$ cat src/assert_macros.svh
// ----------------------------------------------------------------------------
// assert_macros.svh
// Shared concurrent assertion macros for the 4x4 matrix multiplier.
// ----------------------------------------------------------------------------
`ifndef ASSERT_MACROS_SVH
`define ASSERT_MACROS_SVH

// Same-cycle implication, disabled while reset is held low.
`define CHK_SAME(lbl, clk, rstn, ante, cons, msg) \
    lbl: assert property (@(posedge clk) disable iff (!(rstn)) (ante) |-> (cons)) \
        else $error(msg);

// Next-cycle implication, disabled while reset is held low.
`define CHK_NEXT(lbl, clk, rstn, ante, cons, msg) \
    lbl: assert property (@(posedge clk) disable iff (!(rstn)) (ante) |=> (cons)) \
        else $error(msg);

`endif

$ cat src/mat4mul_pkg.sv
// ----------------------------------------------------------------------------
// mat4mul_pkg
// Types and constants shared by the matrix multiplier modules.
// ----------------------------------------------------------------------------
`default_nettype none

package mat4mul_pkg;

    localparam int IDX_W   = 4;
    localparam int VAL_W   = 32;
    localparam int MODE_W  = 2;
    localparam int TDATA_W = 40;   // index + value, padded to whole bytes

    localparam logic [MODE_W-1:0] MODE_LEFT  = 2'd0;
    localparam logic [MODE_W-1:0] MODE_RIGHT = 2'd1;
    localparam logic [MODE_W-1:0] MODE_MUL   = 2'd2;

    // tag travelling with each product term down the MAC pipeline
    typedef struct packed {
        logic             first;   // k == 0, restart accumulation
        logic             lastk;   // k == DIM-1, element complete
        logic             last;    // final element of the product
        logic [IDX_W-1:0] idx;     // row*DIM+col, kept to IDX_W bits
    } tag_t;

endpackage

`default_nettype wire

$ cat src/mat4mul_store.sv
// ----------------------------------------------------------------------------
// mat4mul_store
// Matrix element store: one write port, one registered read port.
// ----------------------------------------------------------------------------
`default_nettype none

module mat4mul_store #(
    parameter int DEPTH = 16,
    parameter int AW    = 4
) (
    input  wire logic                           aclk,
    input  wire logic                           aresetn,
    input  wire logic                           we,
    input  wire logic [AW-1:0]                  waddr,
    input  wire logic [mat4mul_pkg::VAL_W-1:0]  wdata,
    input  wire logic                           re,
    input  wire logic [AW-1:0]                  raddr,
    output logic      [mat4mul_pkg::VAL_W-1:0]  rdata
);
    import mat4mul_pkg::*;

    logic [VAL_W-1:0] mem [DEPTH];
    logic [DEPTH-1:0] valid_reg;
    logic [VAL_W-1:0] rdata_reg;

    // entries never written since reset read as zero
    always_ff @(posedge aclk) begin
        if (!aresetn) begin
            valid_reg <= '0;
        end else if (we) begin
            valid_reg[waddr] <= 1'b1;
        end
    end

    always_ff @(posedge aclk) begin
        if (we) begin
            mem[waddr] <= wdata;
        end
    end

    always_ff @(posedge aclk) begin
        if (re) begin
            rdata_reg <= valid_reg[raddr] ? mem[raddr] : '0;
        end
    end

    assign rdata = rdata_reg;

endmodule

`default_nettype wire

$ cat src/mat4mul_seq.sv
// ----------------------------------------------------------------------------
// mat4mul_seq
// Address sequencer: walks row, col, k and issues one read pair per step.
// ----------------------------------------------------------------------------
`default_nettype none

`include "assert_macros.svh"

module mat4mul_seq #(
    parameter int DIM = 4,
    parameter int AW  = 4
) (
    input  wire logic               aclk,
    input  wire logic               aresetn,
    input  wire logic               start,
    input  wire logic               adv,
    output logic                    idle,
    output logic                    issue_valid,
    output mat4mul_pkg::tag_t       issue_tag,
    output logic [AW-1:0]           l_addr,
    output logic [AW-1:0]           r_addr
);
    import mat4mul_pkg::*;

    localparam int CW = $clog2(DIM);

    typedef enum logic [1:0] {
        ST_IDLE  = 2'b01,
        ST_ISSUE = 2'b10
    } state_t;

    state_t          state_reg, state_next;
    logic [CW-1:0]   row_reg, row_next;
    logic [CW-1:0]   col_reg, col_next;
    logic [CW-1:0]   k_reg, k_next;
    logic            k_end, col_end, row_end;

    assign k_end   = (k_reg == CW'(DIM - 1));
    assign col_end = (col_reg == CW'(DIM - 1));
    assign row_end = (row_reg == CW'(DIM - 1));

    always_comb begin
        state_next = state_reg;
        row_next   = row_reg;
        col_next   = col_reg;
        k_next     = k_reg;
        case (state_reg)
            ST_IDLE: begin
                if (start) begin
                    state_next = ST_ISSUE;
                    row_next   = '0;
                    col_next   = '0;
                    k_next     = '0;
                end
            end
            ST_ISSUE: begin
                if (adv) begin
                    k_next = k_end ? '0 : k_reg + 1'b1;
                    if (k_end) begin
                        col_next = col_end ? '0 : col_reg + 1'b1;
                        if (col_end) begin
                            row_next = row_end ? '0 : row_reg + 1'b1;
                            if (row_end) begin
                                state_next = ST_IDLE;
                            end
                        end
                    end
                end
            end
            default: begin
                state_next = ST_IDLE;
            end
        endcase
    end

    always_ff @(posedge aclk) begin
        if (!aresetn) begin
            state_reg <= ST_IDLE;
            row_reg   <= '0;
            col_reg   <= '0;
            k_reg     <= '0;
        end else begin
            state_reg <= state_next;
            row_reg   <= row_next;
            col_reg   <= col_next;
            k_reg     <= k_next;
        end
    end

    assign idle        = (state_reg == ST_IDLE);
    assign issue_valid = (state_reg == ST_ISSUE);

    // L[row][k] and R[k][col]
    assign l_addr = AW'(int'(row_reg) * DIM + int'(k_reg));
    assign r_addr = AW'(int'(k_reg) * DIM + int'(col_reg));

    always_comb begin
        issue_tag.first = (k_reg == '0);
        issue_tag.lastk = k_end;
        issue_tag.last  = row_end && col_end;
        issue_tag.idx   = IDX_W'(int'(row_reg) * DIM + int'(col_reg));
    end

    `CHK_NEXT(a_seq_done, aclk, aresetn,
        (state_reg == ST_ISSUE) && adv && k_end && col_end && row_end,
        state_reg == ST_IDLE, "sequencer did not stop after final step")

endmodule

`default_nettype wire

$ cat src/mat4mul_mac.sv
// ----------------------------------------------------------------------------
// mat4mul_mac
// Multiply-accumulate pipeline with floor shift, saturation and output word.
// ----------------------------------------------------------------------------
`default_nettype none

`include "assert_macros.svh"

module mat4mul_mac #(
    parameter int DIM       = 4,
    parameter int FRAC_BITS = 16
) (
    input  wire logic                           aclk,
    input  wire logic                           aresetn,
    input  wire logic                           issue_valid,
    input  wire mat4mul_pkg::tag_t              issue_tag,
    input  wire logic [mat4mul_pkg::VAL_W-1:0]  l_data,
    input  wire logic [mat4mul_pkg::VAL_W-1:0]  r_data,
    output logic                                adv,
    output logic                                out_valid,
    input  wire logic                           out_ready,
    output mat4mul_pkg::tag_t                   out_tag,
    output logic [mat4mul_pkg::VAL_W-1:0]       out_value,
    output logic                                out_ovf
);
    import mat4mul_pkg::*;

    localparam int PROD_W = 2 * VAL_W;
    localparam int ACC_W  = PROD_W + $clog2(DIM);

    // stage 1: read data from stores, tag alongside
    logic                     s1_valid_reg;
    tag_t                     s1_tag_reg;
    // stage 2: product
    logic                     s2_valid_reg;
    tag_t                     s2_tag_reg;
    logic signed [PROD_W-1:0] prod_reg;
    // stage 3: complete sum
    logic                     s3_valid_reg;
    tag_t                     s3_tag_reg;
    logic signed [ACC_W-1:0]  acc_reg, acc_next;
    // output word
    logic                     out_valid_reg;
    tag_t                     out_tag_reg;
    logic [VAL_W-1:0]         out_value_reg, sat_value;
    logic                     out_ovf_reg, sat_ovf;

    logic signed [ACC_W-1:0]  shifted;
    logic [ACC_W-VAL_W:0]     hi_bits;

    // whole pipeline moves together, stalls while the output word waits
    assign adv = !out_valid_reg || out_ready;

    always_ff @(posedge aclk) begin
        if (!aresetn) begin
            s1_valid_reg  <= 1'b0;
            s2_valid_reg  <= 1'b0;
            s3_valid_reg  <= 1'b0;
            out_valid_reg <= 1'b0;
        end else if (adv) begin
            s1_valid_reg  <= issue_valid;
            s2_valid_reg  <= s1_valid_reg;
            s3_valid_reg  <= s2_valid_reg && s2_tag_reg.lastk;
            out_valid_reg <= s3_valid_reg;
        end
    end

    always_comb begin
        acc_next = (s2_tag_reg.first ? '0 : acc_reg) + ACC_W'(prod_reg);
    end

    always_ff @(posedge aclk) begin
        if (adv) begin
            s1_tag_reg <= issue_tag;
            s2_tag_reg <= s1_tag_reg;
            prod_reg   <= $signed(l_data) * $signed(r_data);
            s3_tag_reg <= s2_tag_reg;
            if (s2_valid_reg) begin
                acc_reg <= acc_next;
            end
            if (s3_valid_reg) begin
                out_tag_reg   <= s3_tag_reg;
                out_value_reg <= sat_value;
                out_ovf_reg   <= sat_ovf;
            end
        end
    end

    // floor by arithmetic shift, then clamp to 32 bits signed
    assign shifted = acc_reg >>> FRAC_BITS;
    assign hi_bits = shifted[ACC_W-1:VAL_W-1];

    always_comb begin
        sat_ovf   = 1'b0;
        sat_value = shifted[VAL_W-1:0];
        if (!shifted[ACC_W-1] && (|hi_bits)) begin
            sat_ovf   = 1'b1;
            sat_value = {1'b0, {(VAL_W-1){1'b1}}};
        end else if (shifted[ACC_W-1] && !(&hi_bits)) begin
            sat_ovf   = 1'b1;
            sat_value = {1'b1, {(VAL_W-1){1'b0}}};
        end
    end

    assign out_valid = out_valid_reg;
    assign out_tag   = out_tag_reg;
    assign out_value = out_value_reg;
    assign out_ovf   = out_ovf_reg;

    `CHK_NEXT(a_mac_hold, aclk, aresetn, !adv,
        $stable(acc_reg) && $stable(prod_reg), "pipeline moved during a stall")

endmodule

`default_nettype wire

$ cat src/matrix4x4_multiply.sv
// ----------------------------------------------------------------------------
// matrix4x4_multiply
// Fixed-point DIM x DIM matrix multiplier, signed Q16.16, row-major.
// ----------------------------------------------------------------------------
// Usage:
//   Input stream (s_*): tuser carries the mode. Mode 0 writes one element of
//   the left matrix, mode 1 one of the right matrix, at row*DIM+col; such
//   words give no output. Mode 2 starts a multiply; mode 3 is accepted and
//   dropped. Out-of-range write indices are dropped.
//   Output stream (m_*): DIM*DIM product words in row-major order, tlast on
//   the final one, tuser set where the element saturated.
//   Issue: a multiply holds the input while it issues, one product term per
//   cycle unless the output stalls, through the single 32x32 multiplier fed
//   by one read port on each matrix store.
//   Reset: both matrices read as zero until written; no clearing pass.
//   Back-pressure: while m_tready is low with a word waiting, the whole
//   pipeline and sequencer freeze; nothing is dropped. Loads are taken
//   whenever no multiply is issuing, including while results drain.
// ----------------------------------------------------------------------------
`default_nettype none

`include "assert_macros.svh"

module matrix4x4_multiply #(
    parameter int DIM       = 4,
    parameter int FRAC_BITS = 16
) (
    input  wire logic                              aclk,
    input  wire logic                              aresetn,
    // input stream
    input  wire logic                              s_tvalid,
    output logic                                   s_tready,
    input  wire logic [mat4mul_pkg::TDATA_W-1:0]   s_tdata,  // elem_index[3:0], elem_value[35:4]
    input  wire logic [mat4mul_pkg::MODE_W-1:0]    s_tuser,  // mode[1:0]
    // result stream
    output logic                                   m_tvalid,
    input  wire logic                              m_tready,
    output logic [mat4mul_pkg::TDATA_W-1:0]        m_tdata,  // out_index[3:0], out_value[35:4]
    output logic [0:0]                             m_tuser,  // overflow[0]
    output logic                                   m_tlast
);
    import mat4mul_pkg::*;

    localparam int CELLS = DIM * DIM;
    localparam int AW    = $clog2(CELLS);

    logic              s_accept;
    logic [IDX_W-1:0]  in_idx;
    logic [VAL_W-1:0]  in_val;
    logic              idx_ok;
    logic              l_we, r_we, start;

    logic              adv, idle, issue_valid;
    tag_t              issue_tag, out_tag;
    logic [AW-1:0]     l_addr, r_addr;
    logic [VAL_W-1:0]  l_data, r_data, out_value;
    logic              out_valid, out_ovf;

    // input word decode
    assign s_tready = idle;
    assign s_accept = s_tvalid && s_tready;
    assign in_idx   = s_tdata[IDX_W-1:0];
    assign in_val   = s_tdata[IDX_W +: VAL_W];
    assign idx_ok   = (int'(in_idx) < CELLS);
    assign l_we     = s_accept && (s_tuser == MODE_LEFT) && idx_ok;
    assign r_we     = s_accept && (s_tuser == MODE_RIGHT) && idx_ok;
    assign start    = s_accept && (s_tuser == MODE_MUL);

    mat4mul_store #(.DEPTH(CELLS), .AW(AW)) u_left (
        .aclk    (aclk),
        .aresetn (aresetn),
        .we      (l_we),
        .waddr   (AW'(in_idx)),
        .wdata   (in_val),
        .re      (adv),
        .raddr   (l_addr),
        .rdata   (l_data)
    );

    mat4mul_store #(.DEPTH(CELLS), .AW(AW)) u_right (
        .aclk    (aclk),
        .aresetn (aresetn),
        .we      (r_we),
        .waddr   (AW'(in_idx)),
        .wdata   (in_val),
        .re      (adv),
        .raddr   (r_addr),
        .rdata   (r_data)
    );

    mat4mul_seq #(.DIM(DIM), .AW(AW)) u_seq (
        .aclk        (aclk),
        .aresetn     (aresetn),
        .start       (start),
        .adv         (adv),
        .idle        (idle),
        .issue_valid (issue_valid),
        .issue_tag   (issue_tag),
        .l_addr      (l_addr),
        .r_addr      (r_addr)
    );

    mat4mul_mac #(.DIM(DIM), .FRAC_BITS(FRAC_BITS)) u_mac (
        .aclk        (aclk),
        .aresetn     (aresetn),
        .issue_valid (issue_valid),
        .issue_tag   (issue_tag),
        .l_data      (l_data),
        .r_data      (r_data),
        .adv         (adv),
        .out_valid   (out_valid),
        .out_ready   (m_tready),
        .out_tag     (out_tag),
        .out_value   (out_value),
        .out_ovf     (out_ovf)
    );

    // result word packing
    assign m_tvalid = out_valid;
    assign m_tdata  = {{(TDATA_W - IDX_W - VAL_W){1'b0}}, out_value, out_tag.idx};
    assign m_tuser  = out_ovf;
    assign m_tlast  = out_tag.last;

    `CHK_SAME(a_last_index, aclk, aresetn, m_tvalid && m_tlast,
        m_tdata[IDX_W-1:0] == IDX_W'(CELLS - 1), "tlast on wrong element")

    `CHK_SAME(a_ovf_clamped, aclk, aresetn, m_tvalid && m_tuser[0],
        (m_tdata[IDX_W +: VAL_W] == 32'h7FFFFFFF) || (m_tdata[IDX_W +: VAL_W] == 32'h80000000),
        "overflow flag without clamped value")

endmodule

`default_nettype wire

$ cat config.mk
export PLATFORM = sky130hd
export DESIGN_NAME = matrix4x4_multiply
export DESIGN_NICKNAME = d
export VERILOG_FILES = /design/src/mat4mul_pkg.sv /design/src/mat4mul_store.sv /design/src/mat4mul_seq.sv /design/src/mat4mul_mac.sv /design/src/matrix4x4_multiply.sv
export VERILOG_INCLUDE_DIRS = /design/src /design/src/src
export SDC_FILE = /design/constraint.sdc
export NUM_CORES = 2
export LEC_CHECK = 0
export ABC_AREA = 1
export BUFFER_PORTS_ARGS = -buffer_cell sky130_fd_sc_hd__buf_2
export CORE_ASPECT_RATIO = 1.5
export CORE_MARGIN = 2
export CORE_UTILIZATION = 38
export DETAILED_ROUTE_END_ITERATION = 8
export PLACE_DENSITY = 0.65
export SYNTH_ARGS = -nofsm -noshare
export SYNTH_HDL_FRONTEND = slang
export SYNTH_SLANG_ARGS = --single-unit
$ cat constraint.sdc
create_clock -name aclk -period 7.3 [get_ports aclk]
set_input_delay 1.46 -clock aclk [delete_from_list [all_inputs] [get_ports aclk]]
set_output_delay 1.46 -clock aclk [all_outputs]
set_load 0.01 [all_outputs]
**Word-level counts from Yosys, hierarchy flattened**

Memory sizes are Yosys's and may differ from the RTL's. A register that Yosys moved wholly into a read port is not among the register bits.
Cells that the tools add are included.

- Bits in read-only memories: 0
- Bits of input ports: 46
- Memory bits (writable): 1024
- Memories kept: 2
- Latch bits: 0
- Register bits: 231
- Output and inout bits: 44
- Word-level logic and storage cells: 112

Memory list:

| name | depth | width | rd ports | clocked after memory_dff | wr ports | RTL line | text |
|---|---|---|---|---|---|---|---|
| u_left.mem | 16 | 32 | 1 | 1 | 1 | mat4mul_store.sv:22 | `logic [VAL_W-1:0] mem [DEPTH];` |
| u_right.mem | 16 | 32 | 1 | 1 | 1 | mat4mul_store.sv:22 |  |

- Eq/ne operators: 12
- Muxes and demuxes: 32
- Reductions and logical operators: 26
- $add $sub $neg: 7
- Magnitude comparators: 4
- Bitwise gates (word level): 2
- Shifts and indexed selects: 0
- $mul: 1
- Div/mod/pow operators: 0

Operators by type and width:

| cell | count |
|---|---|
| adder 66 bit | 1 |
| two-way mux 66 bit | 1 |
| multiplier 32 x 32 -> 64 bit | 1 |
| two-way mux 32 bit | 1 |
| OR 16 bit | 2 |
| two-way mux 2 bit | 15 |
| AND reduction 19 bit | 1 |
| OR reduction 19 bit | 1 |
| one-hot mux 2 bit (2 select lines) | 4 |
| < comparator 4 x 5 -> 1 bit, second input constant | 3 |
| adder 4 x 2 -> 4 bit | 3 |
| == test 2 bit, second input constant | 5 |
| AND reduction 5 bit | 2 |
| logical AND 1 bit | 9 |
| binary-select mux 1 bit (select 4 bit) | 2 |
| two-way mux 1 bit | 8 |
| != test 2 x 1 -> 1 bit, second input constant | 4 |
| adder 2 x 1 -> 2 bit, second input constant | 3 |
| zero test 1 bit | 5 |
| demux 1 bit (select 4 bit) | 1 |
| == test 2 x 1 -> 1 bit, second input constant | 2 |
| greater-or-equal comparator 4 x 1 -> 1 bit, second input constant | 1 |
| zero test 2 bit | 2 |
| AND reduction 2 bit | 2 |
| other kinds (5) | 5 |

**Longest topological paths before layout**

- Depth in word-level cells: 6
- Mapped depth: 32
- Mapped depth without buffers: 31

**Modules after synthesis**

Synthesis repeated with hierarchy kept, for this count alone.

- Cell total of the unflattened synthesis: 11211
- Area, all modules: 99666.8 µm²

Modules (own cells, without submodules):

| module | seq. area each (µm²) | cells each | area each (µm²) | instances |
|---|---|---|---|---|
| mat4mul_mac | 5815.6 | 6542 | 50963.9 | 1 |
| mat4mul_store (u_right) | 16656.0 | 2289 | 24066.8 | 1 |
| mat4mul_store (u_left) | 16656.0 | 2292 | 24055.6 | 1 |
| mat4mul_seq | 160.2 | 74 | 508.0 | 1 |
| matrix4x4_multiply | 0.0 | 14 | 72.6 | 1 |

**Worst setup path after synthesis**

Ideal clock, no wire load.

- Kind: reg-to-reg
- Start: register u_left.rdata_reg[31], in the netlist u_left.rdata[31] (read register of u_left.mem)
- End: register u_mac.prod_reg[54] (data pin)
- Arrival time: 7.015 ns
- Required time: 7.047 ns
- Setup slack: 0.033 ns
- Period minus slack after synthesis: 7.267 ns
- Stages on the path, launching flop included: 26
- Library setup time: 0.253 ns
- Path buffers: 1
- Cell sequence: edfxtp_1 > clkbuf_1 > nand2_1 > inv_1 > fa_1 > fa_1 > fa_1 > fa_1 > inv_1 > fa_1 > inv_1 > fa_1 > inv_1 > fa_1 > inv_1 > fa_1 > ha_1 > nand2_1 > nor2_1 > inv_1 > nor2_1 > nand2_1 > nor4_1 > nand2_1 > nand4_1 > nand2_1

- Longest elaborated chain between the ends: 1

RTL lines:

| what | RTL line | text |
|---|---|---|
| start, declared | mat4mul_store.sv:24 | `logic [VAL_W-1:0] rdata_reg;` |
| multiplier 32 x 32 -> 64 bit | mat4mul_mac.sv:76 | `prod_reg <= $signed(l_data) * $signed(r_data);` |
| end signal, assigned | mat4mul_mac.sv:76 |  |
| end, declared | mat4mul_mac.sv:37 | `logic signed [PROD_W-1:0] prod_reg;` |

Every way passes these cells.
A chain may end at the register's enable or synchronous reset.

**Worst setup path in the final report**

- Start: register u_right.rdata_reg[7], in the netlist u_right.rdata[7] (read register of u_right.mem)
- End: register u_mac.prod_reg[53] (data pin)

- Longest elaborated chain between the ends: 1

RTL lines:

| what | RTL line |
|---|---|
| start, declared | mat4mul_store.sv:24 |
| multiplier 32 x 32 -> 64 bit | mat4mul_mac.sv:76 |

Every way passes these cells.

==> impl_metrics.toml <==
[run_status]
status = "completed"

[detailed_routing]
wl_met1_mm = 94.9
routed_wl_mm = 276
routed-wl-met2_mm = 146
drcViolationCount = 0
routed-via-count = 68978
drt_iter0_drc = 5215
top_layer_used = "met5"
ant_nets = 0
drt_first_pass_iters = 8
routedWlPerCell_microns = 20.6
viasPerCell = 5.15
wl_met3_mm = 15.2

[global_routing]
grt_pass1_wl_mm = 419
grt_overflow = 0
grt_max_degree = 206
track_usage = 0.218
antenna_found_initial = 24
grt_pass1_vias = 72958

[power_and_ir_drop]
vdd_drop_max_mv = 0.271
power_mw = 35.6
static-leakage-power_nw = 49.8
powerDensity_nw_per_um2 = 332

[setup_path]
worstPathArrival_ns = 7.79
cpMostUsedCell = "fa_1"
critPathMaxStageDelay_ns = 0.62
endpoint_kind = "flip-flop"
worstPathMaxFanout = 6
path_class = "flip-flop to flip-flop"
crit_required_ns = 7.85
worst_setup_path_start_kind = "flip-flop"
cp_slowest_cell = "fa_2"

[floorplan]
start_util = 0.383
die_w_microns = 411
ios = 90
core-area_sq_um = 246000
rows = 223
fp.dieH_microns = 614
die-area_sq_um = 252000

[synthesis]
yosysTopAreaCell = "edfxtp_1"
ys.flop_type = "edfxtp_1"
synth_top_area_share = 0.406
yosys_warnings = 0
ys_types = 45
avgSynthCellArea_sq_um = 9.65
syn_inst = 9769
synth_edf_count = 1275
synth-seq-cells = 1319
ys_async_sr_fraction = 0
seq_area_frac_synth = 0.416
syn_area_sq_um = 94200
synth_area_leaders = "edfxtp_1 (41%), fa_1 (23%), inv_1 (8.1%)"

[clock_tree]
clock-sinks = 1319
cts.path.max_buffers = 3
cts_made_buffers = 136
cts_tree = "yes"
hold_buffers = 0
clock_latency_ns = 0.80
path_clk_slew_ns = 0.07
cts_root_buf = "clkbuf_16"
cts_htree_levels = 4

[run]
cap_violations = 0

[hold_path]
hold_class = "flip-flop to flip-flop"

[sta]
layout_setup_ws_ns = 0.0600
period_needed_ns = 7.24
finalSetupTns_ns = 0
hold_violations = 0
period_share = 0.992
skew_ns = 0.0470
rsz0062_at_grt = "yes"
tightestPinTransition_ns = 1.20
clock.fmax_mhz = 138
drv_slew = 0
relSlewSlack = 0.202
setup-violations-final = 0
hold_ws_ns = 0.426

[placement]
post_dp_cell_area_sq_um = 101000
place_ws_ns = -0.137
routabilityCongestion = 0.962
portBuffers = 81
place_hpwl_mm = 200
dp.cells = 13115

[final_layout]
synthToLayoutAreaGrowth_pct = 13.6
fill_cells = 23039
nets = 11395
finalCoreUtilization = 0.435
final_cells = 13389
final_area_sq_um = 107000
drive_gt1_frac = 0.101
-- worst max-delay path, delay by kind of cell, from the launching register on --
| kind | cells | cell delay (ns) |
|---|---|---|
| DFF | 1 | 0.41 |
| and+or+nand+nor | 9 | 1.06 |
| adders and majority gates | 9 | 4.50 |
| buffers and inverters | 11 | 1.00 |
-- cells in the mapped netlist, types with 4 or more instances --
cell type	n
o22ai_1	219
clkbuf_1	314
xor2_1	65
o21ai_1	83
nand2_2	5
o221ai_1	81
inv_2	6
nand3_1	170
nor4_1	15
fa_1	1083
a211oi_1	4
edfxtp_1	1275
dfxtp_1	44
buf_2	67
inv_1	2031
o21bai_1	35
nor2_1	1039
buf_4	34
nand2_1	1970
buf_6	19
xnor2_1	10
a21oi_1	206
ha_1	255
or2_2	7
nand4_1	43
o21ai_0	638
nor3_1	23
a21o_1	5
-- worst paths after layout --
kind	from	endpoint	slack (ns)	depth (start not counted)
worst max-delay path	u_right.rdata[7]	u_mac.prod_reg[53]	0.06	29
worst min-delay path	u_mac.s3_tag_reg[0]	u_mac.out_tag[0]	0.43	0
worst max register to register	u_right.rdata[7]	u_mac.prod_reg[53]	0.06	29
worst min register to register	u_mac.s3_tag_reg[0]	u_mac.out_tag[0]	0.43	0
-- layout by cell type (no fill, tap or decap), drive strengths merged, types with 35 or more instances in the layout --
cell type	instances
nand4	43
a21oi	206
fa	1083
o22ai	219
clkbuf	165
o21bai	35
nand3	170
xor2	65
inv	2050
o221ai	81
clkinv	54
edfxtp	1275
dfxtp	44
buf	538
nor2	1040
nand2	1975
ha	255
o21ai	722
-- timing repair --
item                                    4_1_cts  5_1_grt
pin swaps                                     1       63
endpoints found under the setup margin       11       43
gates resized for setup                      17      265
setup buffers                                 4       13
cloned                                        0        3
-- cell families after synthesis --
kind of cell | count (synthesis) | share of synthesized area
and+or+nand+nor | 3278 | 0.135
buffers and inverters | 2478 | 0.103
adders and majority gates | 1338 | 0.264
DFF | 1319 | 0.416
AOI/OAI and AO/OA | 1280 | 0.0755
xor gates and xnor gates | 75 | 0.00697
other | 1 | 0.0000398
-- area by class of cell --
cell class / count / area (sq um) / share of cell area
Antenna cell: 6 / 15.0 / 0.000140
Clock buffer: 163 / 3640 / 0.0340
Clock inverter: 85 / 1050 / 0.00977
Inverter: 2039 / 7680 / 0.0717
Multi-Input combinational cell: 5975 / 46600 / 0.435
Sequential cell: 1319 / 39200 / 0.366
Tap cell: 3262 / 4080 / 0.0381
Timing Repair Buffer: 540 / 4810 / 0.0449
-- report_power, final --
group | total [mW] | internal (mW) | switching, mW
Sequential | 9.41 | 9.03 | 0.378
Combinational | 18.9 | 7.40 | 11.5
Clock | 7.26 | 4.13 | 3.13
Total | 35.6 | 20.6 | 15.0
-- metal layers --
metal / up-vias / GRT usage
met5: - / 0
met4: 10 / 0.137
met3: 940 / 0.0251
met2: 2696 / 0.404
met1: 34229 / 0.233
li1: 31103 / -
(Power assumes the default switching activity.)
